## config.mk

```make
export PLATFORM = sky130hd
export DESIGN_NAME = ipv4_tcp_checksum_verifier
export DESIGN_NICKNAME = d
export VERILOG_FILES = /design/src/rtl/ipcsum_pkg.sv /design/src/rtl/ipcsum_accum.sv /design/src/rtl/ipcsum_check.sv /design/src/rtl/ipv4_tcp_checksum_verifier.sv
export SDC_FILE = /design/constraint.sdc
export NUM_CORES = 1
export LEC_CHECK = 0
export BUFFER_PORTS_ARGS = -buffer_cell sky130_fd_sc_hd__buf_2
export CAP_MARGIN = 20
export CORE_ASPECT_RATIO = 1.75
export CORE_MARGIN = 4
export CORE_UTILIZATION = 55
export CTS_BUF_LIST = sky130_fd_sc_hd__clkbuf_4
export DETAILED_ROUTE_END_ITERATION = 8
export PLACE_DENSITY = 0.75
export RECOVER_POWER = 100
export SLEW_MARGIN = 20
export SYNTH_ARGS = -nofsm -noshare
export SYNTH_HDL_FRONTEND = slang
export SYNTH_SLANG_ARGS = --single-unit
```

## constraint.sdc

```tcl
create_clock -name clk -period 10.54 [get_ports clk]
set_clock_uncertainty 0.05 [all_clocks]
set_input_delay 1.581 -clock clk [delete_from_list [all_inputs] [get_ports clk]]
set_output_delay 1.581 -clock clk [all_outputs]
set_load 0.01 [all_outputs]
```

## src/rtl/ipcsum_pkg.sv

```systemverilog
package ipcsum_pkg;

    localparam logic [15:0] WORD_MAX      = 16'hffff;
    localparam logic [15:0] MIN_HDR_BYTES = 16'd20;
    localparam logic [15:0] EARLY_BYTES   = 16'd4;
    localparam logic [13:0] FRAG_ZERO     = 14'd0;

    // fixed byte offsets inside the ipv4 header
    localparam logic [15:0] IDX_IHL        = 16'd0;
    localparam logic [15:0] IDX_TLEN_HI    = 16'd2;
    localparam logic [15:0] IDX_TLEN_LO    = 16'd3;
    localparam logic [15:0] IDX_FRAG_HI    = 16'd6;
    localparam logic [15:0] IDX_FRAG_LO    = 16'd7;
    localparam logic [15:0] IDX_PROTO      = 16'd9;
    localparam logic [15:0] IDX_ADDR_FIRST = 16'd12;
    localparam logic [15:0] IDX_ADDR_END   = 16'd20;

    typedef struct packed {
        logic [7:0] data_byte;
        logic       first_byte;
        logic       last_byte;
    } ipcsum_item_t;

    // packet state frozen at the last byte
    typedef struct packed {
        logic [3:0]  header_words;
        logic [15:0] total_length;
        logic [15:0] fragment_field;
        logic [15:0] header_sum;
        logic [15:0] segment_sum;
        logic [15:0] byte_offset;
    } ipcsum_snap_t;

    typedef struct packed {
        logic ip_header_ok;
        logic tcp_ok;
        logic fragmented;
        logic length_error;
    } ipcsum_result_t;

    // ones-complement add with end-around carry
    function automatic logic [15:0] oc_add(input logic [15:0] a, input logic [15:0] b);
        logic [16:0] t;
        t = {1'b0, a} + {1'b0, b};
        return t[15:0] + {15'd0, t[16]};
    endfunction

endpackage

```

## src/rtl/ipcsum_accum.sv

```systemverilog
module ipcsum_accum
    import ipcsum_pkg::*;
(
    input  logic         clk,
    input  logic         rst_n,
    input  logic         item_en,
    input  ipcsum_item_t item,
    input  logic         snap_take,
    output logic         snap_valid,
    output ipcsum_snap_t snap
);

    logic [15:0]  off_reg, off_next, off_cur, off_upd;
    logic [3:0]   hw_reg, hw_next, hw_cur, hw_upd;
    logic [15:0]  tl_reg, tl_next, tl_cur, tl_upd;
    logic [15:0]  ff_reg, ff_next, ff_cur, ff_upd;
    logic [15:0]  hs_reg, hs_next, hs_cur, hs_upd;
    logic [15:0]  ss_reg, ss_next, ss_cur, ss_upd;
    logic [15:0]  part;
    logic [15:0]  hbytes;
    logic [15:0]  seg_a;
    logic         in_total;
    logic         pseudo;
    logic         snap_valid_reg, snap_valid_next;
    ipcsum_snap_t snap_reg, snap_next;

    always_comb
    begin
        // first byte restarts from the cleared state
        off_cur = item.first_byte ? 16'd0 : off_reg;
        hw_cur  = item.first_byte ? 4'd0  : hw_reg;
        tl_cur  = item.first_byte ? 16'd0 : tl_reg;
        ff_cur  = item.first_byte ? 16'd0 : ff_reg;
        hs_cur  = item.first_byte ? 16'd0 : hs_reg;
        ss_cur  = item.first_byte ? 16'd0 : ss_reg;

        part = off_cur[0] ? {8'h00, item.data_byte} : {item.data_byte, 8'h00};

        hw_upd = hw_cur;
        tl_upd = tl_cur;
        ff_upd = ff_cur;
        if (off_cur == IDX_IHL)
        begin
            hw_upd = item.data_byte[3:0];
        end
        if (off_cur == IDX_TLEN_HI)
        begin
            tl_upd = {item.data_byte, tl_cur[7:0]};
        end
        if (off_cur == IDX_TLEN_LO)
        begin
            tl_upd = {tl_cur[15:8], item.data_byte};
        end
        if (off_cur == IDX_FRAG_HI)
        begin
            ff_upd = {item.data_byte, ff_cur[7:0]};
        end
        if (off_cur == IDX_FRAG_LO)
        begin
            ff_upd = {ff_cur[15:8], item.data_byte};
        end

        hbytes   = {10'd0, hw_upd, 2'b00};
        in_total = (off_cur < EARLY_BYTES) || (off_cur < tl_upd);
        pseudo   = (off_cur == IDX_PROTO) ||
                   ((off_cur >= IDX_ADDR_FIRST) && (off_cur < IDX_ADDR_END));

        hs_upd = (off_cur < hbytes) ? oc_add(hs_cur, part) : hs_cur;
        seg_a  = ((off_cur >= hbytes) && in_total) ? oc_add(ss_cur, part) : ss_cur;
        ss_upd = pseudo ? oc_add(seg_a, part) : seg_a;
        off_upd = off_cur + 16'd1;

        // saturated offset: byte ignored
        if (off_cur == WORD_MAX)
        begin
            hw_upd  = hw_cur;
            tl_upd  = tl_cur;
            ff_upd  = ff_cur;
            hs_upd  = hs_cur;
            ss_upd  = ss_cur;
            off_upd = off_cur;
        end

        off_next = off_reg;
        hw_next  = hw_reg;
        tl_next  = tl_reg;
        ff_next  = ff_reg;
        hs_next  = hs_reg;
        ss_next  = ss_reg;
        if (item_en)
        begin
            if (item.last_byte)
            begin
                off_next = 16'd0;
                hw_next  = 4'd0;
                tl_next  = 16'd0;
                ff_next  = 16'd0;
                hs_next  = 16'd0;
                ss_next  = 16'd0;
            end
            else
            begin
                off_next = off_upd;
                hw_next  = hw_upd;
                tl_next  = tl_upd;
                ff_next  = ff_upd;
                hs_next  = hs_upd;
                ss_next  = ss_upd;
            end
        end

        snap_next.header_words   = hw_upd;
        snap_next.total_length   = tl_upd;
        snap_next.fragment_field = ff_upd;
        snap_next.header_sum     = hs_upd;
        snap_next.segment_sum    = ss_upd;
        snap_next.byte_offset    = off_upd;

        snap_valid_next = snap_valid_reg && !snap_take;
        if (item_en && item.last_byte)
        begin
            snap_valid_next = 1'b1;
        end
    end

    always_ff @(posedge clk or negedge rst_n)
    begin
        if (!rst_n)
        begin
            off_reg        <= 16'd0;
            hw_reg         <= 4'd0;
            tl_reg         <= 16'd0;
            ff_reg         <= 16'd0;
            hs_reg         <= 16'd0;
            ss_reg         <= 16'd0;
            snap_valid_reg <= 1'b0;
        end
        else
        begin
            off_reg        <= off_next;
            hw_reg         <= hw_next;
            tl_reg         <= tl_next;
            ff_reg         <= ff_next;
            hs_reg         <= hs_next;
            ss_reg         <= ss_next;
            snap_valid_reg <= snap_valid_next;
        end
    end

    always_ff @(posedge clk)
    begin
        if (item_en && item.last_byte)
        begin
            snap_reg <= snap_next;
        end
    end

    assign snap_valid = snap_valid_reg;
    assign snap       = snap_reg;

endmodule

```

## src/rtl/ipcsum_check.sv

```systemverilog
module ipcsum_check
    import ipcsum_pkg::*;
(
    input  logic           clk,
    input  logic           rst_n,
    input  logic           snap_take,
    input  ipcsum_snap_t   snap,
    input  logic           out_stall,
    output logic           out_valid,
    output ipcsum_result_t result
);

    logic [15:0]    hbytes;
    logic [15:0]    tcp_len;
    logic [15:0]    tsum;
    logic           frag;
    logic           lerr;
    ipcsum_result_t result_reg, result_next;
    logic           out_valid_reg, out_valid_next;

    always_comb
    begin
        hbytes  = {10'd0, snap.header_words, 2'b00};
        tcp_len = snap.total_length - hbytes;
        tsum    = oc_add(snap.segment_sum, tcp_len);
        frag    = snap.fragment_field[13:0] != FRAG_ZERO;
        lerr    = (snap.total_length < MIN_HDR_BYTES) || (snap.total_length < hbytes) ||
                  (snap.byte_offset < snap.total_length) ||
                  (snap.byte_offset < MIN_HDR_BYTES);

        result_next.ip_header_ok = (snap.header_sum == 16'd0) || (snap.header_sum == WORD_MAX);
        result_next.tcp_ok       = !lerr && (frag || (tsum == WORD_MAX));
        result_next.fragmented   = frag;
        result_next.length_error = lerr;

        out_valid_next = out_valid_reg && out_stall;
        if (snap_take)
        begin
            out_valid_next = 1'b1;
        end
    end

    always_ff @(posedge clk or negedge rst_n)
    begin
        if (!rst_n)
        begin
            out_valid_reg <= 1'b0;
        end
        else
        begin
            out_valid_reg <= out_valid_next;
        end
    end

    always_ff @(posedge clk)
    begin
        if (snap_take)
        begin
            result_reg <= result_next;
        end
    end

    assign out_valid = out_valid_reg;
    assign result    = result_reg;

endmodule

```

## src/rtl/ipv4_tcp_checksum_verifier.sv

```systemverilog
// a result reaches out_valid from its last byte through the input word, snapshot and output registers
// throughput: one packet byte per cycle except during the stall below; set by the sum update
// bytes keep flowing while a result waits; input stalls only when a packet end
// arrives while one result sits in the snapshot register and another is held at the output
// reset: asynchronous, active low; clears the running sums, counters and valid flags
module ipv4_tcp_checksum_verifier
    import ipcsum_pkg::*;
(
    input  logic       clk,
    input  logic       rst_n,
    input  logic       in_valid,
    output logic       in_stall,
    input  logic [7:0] data_byte,
    input  logic       first_byte,
    input  logic       last_byte,
    output logic       out_valid,
    input  logic       out_stall,
    output logic       ip_header_ok,
    output logic       tcp_ok,
    output logic       fragmented,
    output logic       length_error
);

    // input word register
    ipcsum_item_t   s1_reg, s1_next;
    logic           s1_valid_reg, s1_valid_next;
    logic           s1_adv;
    logic           item_en;

    // frozen packet state and handoff to the check stage
    logic           snap_valid;
    ipcsum_snap_t   snap;
    logic           snap_take;
    ipcsum_result_t result;

    // the output register takes a snapshot when empty or being drained
    assign snap_take = snap_valid && (!out_valid || !out_stall);

    // a non-last word never produces a result, so it always moves on;
    // a last word needs the snapshot stage free or emptying this cycle
    assign s1_adv   = !s1_reg.last_byte || !snap_valid || snap_take;
    assign item_en  = s1_valid_reg && s1_adv;
    assign in_stall = s1_valid_reg && !s1_adv;

    always_comb
    begin
        s1_valid_next = s1_valid_reg;
        s1_next       = s1_reg;
        if (!in_stall)
        begin
            s1_valid_next        = in_valid;
            s1_next.data_byte    = data_byte;
            s1_next.first_byte   = first_byte;
            s1_next.last_byte    = last_byte;
        end
    end

    always_ff @(posedge clk or negedge rst_n)
    begin
        if (!rst_n)
        begin
            s1_valid_reg <= 1'b0;
        end
        else
        begin
            s1_valid_reg <= s1_valid_next;
        end
    end

    always_ff @(posedge clk)
    begin
        s1_reg <= s1_next;
    end

    // running sums and header field capture
    ipcsum_accum u_accum (
        .clk        (clk),
        .rst_n      (rst_n),
        .item_en    (item_en),
        .item       (s1_reg),
        .snap_take  (snap_take),
        .snap_valid (snap_valid),
        .snap       (snap)
    );

    // final fold, length checks and output register
    ipcsum_check u_check (
        .clk       (clk),
        .rst_n     (rst_n),
        .snap_take (snap_take),
        .snap      (snap),
        .out_stall (out_stall),
        .out_valid (out_valid),
        .result    (result)
    );

    assign ip_header_ok = result.ip_header_ok;
    assign tcp_ok       = result.tcp_ok;
    assign fragmented   = result.fragmented;
    assign length_error = result.length_error;

`ifndef SYNTHESIS
    // input only backs up behind a held snapshot
    a_stall_needs_snap: assert property (@(posedge clk) disable iff (!rst_n)
        in_stall |-> (snap_valid && s1_reg.last_byte))
        else $error("input stalled without a pending snapshot");

    // a drained output with nothing behind it goes empty
    a_out_drains: assert property (@(posedge clk) disable iff (!rst_n)
        (out_valid && !out_stall && !snap_valid) |=> !out_valid)
        else $error("output valid persisted without new result");

    // a taken snapshot always shows at the output next cycle
    a_take_lands: assert property (@(posedge clk) disable iff (!rst_n)
        snap_take |=> out_valid)
        else $error("snapshot lost between stages");

    // a length error never passes the tcp check
    a_lerr_blocks_tcp: assert property (@(posedge clk) disable iff (!rst_n)
        (out_valid && length_error) |-> !tcp_ok)
        else $error("tcp_ok set with length error");
`endif

endmodule
```

==> metrics.csv <==
metric,value,unit
Post-Syn Nets,1552,
pre-CTS setup slack,1550,ps
post-synthesis instance total,1421,
Commonest cells post-synth,"nand2_1, ha_1, o21ai_0",
top-count cell post-synth,nand2_1,
I/O Buffers,19,
clk slew on worst S/H paths,160,ps
vias in the first global route,10900,
run status,"finished, violations left",
overall routing resource usage,0.275,
Rows,74,
I/O pin total,20,
WP data arrival,9480,ps
Routed Antenna Nets,0,
post-synth top area share,0.217,
clk sinks,181,
final hold violations,0,
H-Tree Depth,4,
"Setup violations, final",0,
"CP delay by family, top",simple AND/OR/NAND/NOR gates,
shortest period the worst path allows,9200,ps
final instance area,13900,µm²
CTS tree,yes,
antenna violations before repair,1,
worst reg2reg setup slack,1340,ps
worst r2r path cells,35,
Total Power,1720,µW
crit end category,flop,
Static Leak,0.00603,µW
maximum number of pins on one net before global-route repair,73,
PD cells,124,nW/µm²
cell mode on critical path,a21oi_1,
Worst Path Max Fanout,30,
worst r2r dst,u_accum.snap[31]$_DFFE_PP_,
initial core utilization,0.564,
VDD IR max,0.0594,mV
Die ar.,26800,µm²
Die Wd,125,µm
Main synth FF type,edfxtp_1,
Synth cell types,82,
Yosys reg bits,181,
crit path to,u_accum.snap[31]$_DFFE_PP_,
CTS root buffer,clkbuf_4,
# Max-Cap Violations,7,
Placed Area,13600,µm²
hold buffers post-CTS,0,
Max-Slew Margin vs Limit,-1.71,
Synth Warn #,0,
reg-to-reg startpoint,s1_reg[1]$_DFFE_PN_,
layout cell share with drive strength beyond 1,0.0524,
DIE HEIGHT,213,µm
Max Fclk,109,MHz
Largest register FFs,82,
setup TNS,0,ps
Post CTS Setup Buffer Count,0,
initial DRC count,838,
drc violations,0,
first-pass GRT wire length,57100,µm
Vias/cell,6.24,
wire per inst,21.1,µm
Post-Syn Area,13300,µm²
CP Buf/Inv Count,2,
Worst path depth,35,
period utilisation layout,0.873,
Final Worst Setup Slack,1340,ps
fin. max-slew vios,325,
clock tree buffer depth,2,
sequential share of the synthesized area,0.378,
crit start category,flop,
Slew @ Worst Pin,4070,ps
Final nets,1549,
routed wire length,36700,µm
syn avg cell area,9.33,µm²
Post-synth EDFFs,96,
Final Wtd Congestion,0.965,
Setup CP Type,flop to flop,
Core ar.,23500,µm²
total grt overflow,0,
CP Launch Point,s1_reg[1]$_DFFE_PN_,
Hold WC Path Type,flop to flop,
Synth area leader,edfxtp_1,
CTS Buf Count,17,
Crit path required time,10820,ps
DPL Wire Length,28300,µm
CTS resizes,0,
CP peak stage delay,820,ps
"FFs w/ async S/R, synth",0.470,
area grow syn2layout,4.50,%
Slowest cell on crit path,edfxtp_1,
Pre-antenna DRT Iters,5,
unrepaired setup endpoints after global routing,no,
vias,10800,
failing checks,"capacitance limit, slew limit",
synth top area cells,"edfxtp_1, dfrtp_1, ha_1, xnor2_1, nand2_1",
hold slack,444,ps
Worst-Skew Late Latency,620,ps
==> area by class of cell <==
cell class              instances  area, µm²
repair buffers                 31        145
diodes                          1       2.50
multi-input cells            1110       7740
clock buffers                  18        135
fillers                      2120       9660
clock inverters                14        154
flip-flops and latches        181       5010
inverters                      77        289
well taps                     304        380
==> kinds of logic after synthesis <==
family,count (synthesis),synth area share
compound gates,378,0.188
flops,181,0.378
mux,25,0.0205
simple gates,484,0.190
buf+inv,130,0.0384
xor+xnor,106,0.0723
fa+ha+maj,117,0.113
==> worst min-delay path: cells and delay by family, from the launching register on <==
family / cells / cell delay [ps]
DFF: 1 / 370
and+or+nand+nor: 1 / 50
AOI/OAI and AO/OA: 1 / 60
==> layout by cell type, fill, tap and decap left out, drive strengths merged, types with 9 or more instances in the layout <==
cell and count:
nand2b 35, mux2 17, a31oi 9, xnor2 67
ha 112, a211oi 12, nand2 140, a22o 53
nor3b 21, nor2 84, a21o 38, o211ai 9
inv 80, nor2b 57, and2 10, a21oi 82
dfrtp 85, nand3 28, buf 15, nor4 18
clkbuf 34, nor3 24, nand4 23, edfxtp 96
o21ai 106, xor2 38, o21a 10
==> how the worst min path moves through the flow <==
stage | cells past startpoint | end | slack [ps] | startpoint
after floorplan | 2 | u_accum.hs_reg[12]$_DFFE_PN0P_ | 390 | u_accum.hs_reg[12]$_DFFE_PN0P_
after global placement | 2 | u_accum.ss_reg[4]$_DFFE_PN0P_ | 400 | u_accum.ss_reg[4]$_DFFE_PN0P_
after detailed placement | 2 | u_accum.tl_reg[6]$_DFFE_PN0P_ | 420 | u_accum.tl_reg[6]$_DFFE_PN0P_
after CTS | 2 | u_accum.ss_reg[3]$_DFFE_PN0P_ | 450 | u_accum.ss_reg[3]$_DFFE_PN0P_
after global routing | 2 | u_accum.tl_reg[3]$_DFFE_PN0P_ | 470 | u_accum.tl_reg[3]$_DFFE_PN0P_
final | 2 | u_accum.ss_reg[3]$_DFFE_PN0P_ | 440 | u_accum.ss_reg[3]$_DFFE_PN0P_
==> per-layer routing <==
| metal | global-route usage | vias to the layer above | routed length (µm) | share of wire |
|---|---|---|---|---|
| li1 | - | 5174 | - | - |
| met1 | 0.282 | 5217 | 13100 | 0.36 |
| met2 | 0.509 | 294 | 19400 | 0.53 |
| met3 | 0.0329 | 149 | 1150 | 0.031 |
| met4 | 0.212 | 0 | 3020 | 0.082 |
| met5 | 0 | - | 0 | 0 |
==> metrics by stage <==
stage | instances | utilization
after global placement | 1703 | 0.580
final | 1736 | 0.589
after global routing | 1736 | 0.589
after CTS | 1735 | 0.592
after floorplan | 1421 | -
after detailed placement | 1703 | 0.580
==> power by group <==
| part | switching [µW] | internal (µW) |
|---|---|---|
| registers | 30.1 | 795 |
| clock network | 259 | 146 |
| logic | 302 | 190 |
| total | 591 | 1130 |
Note: power is estimated with default switching activity, not from simulation.
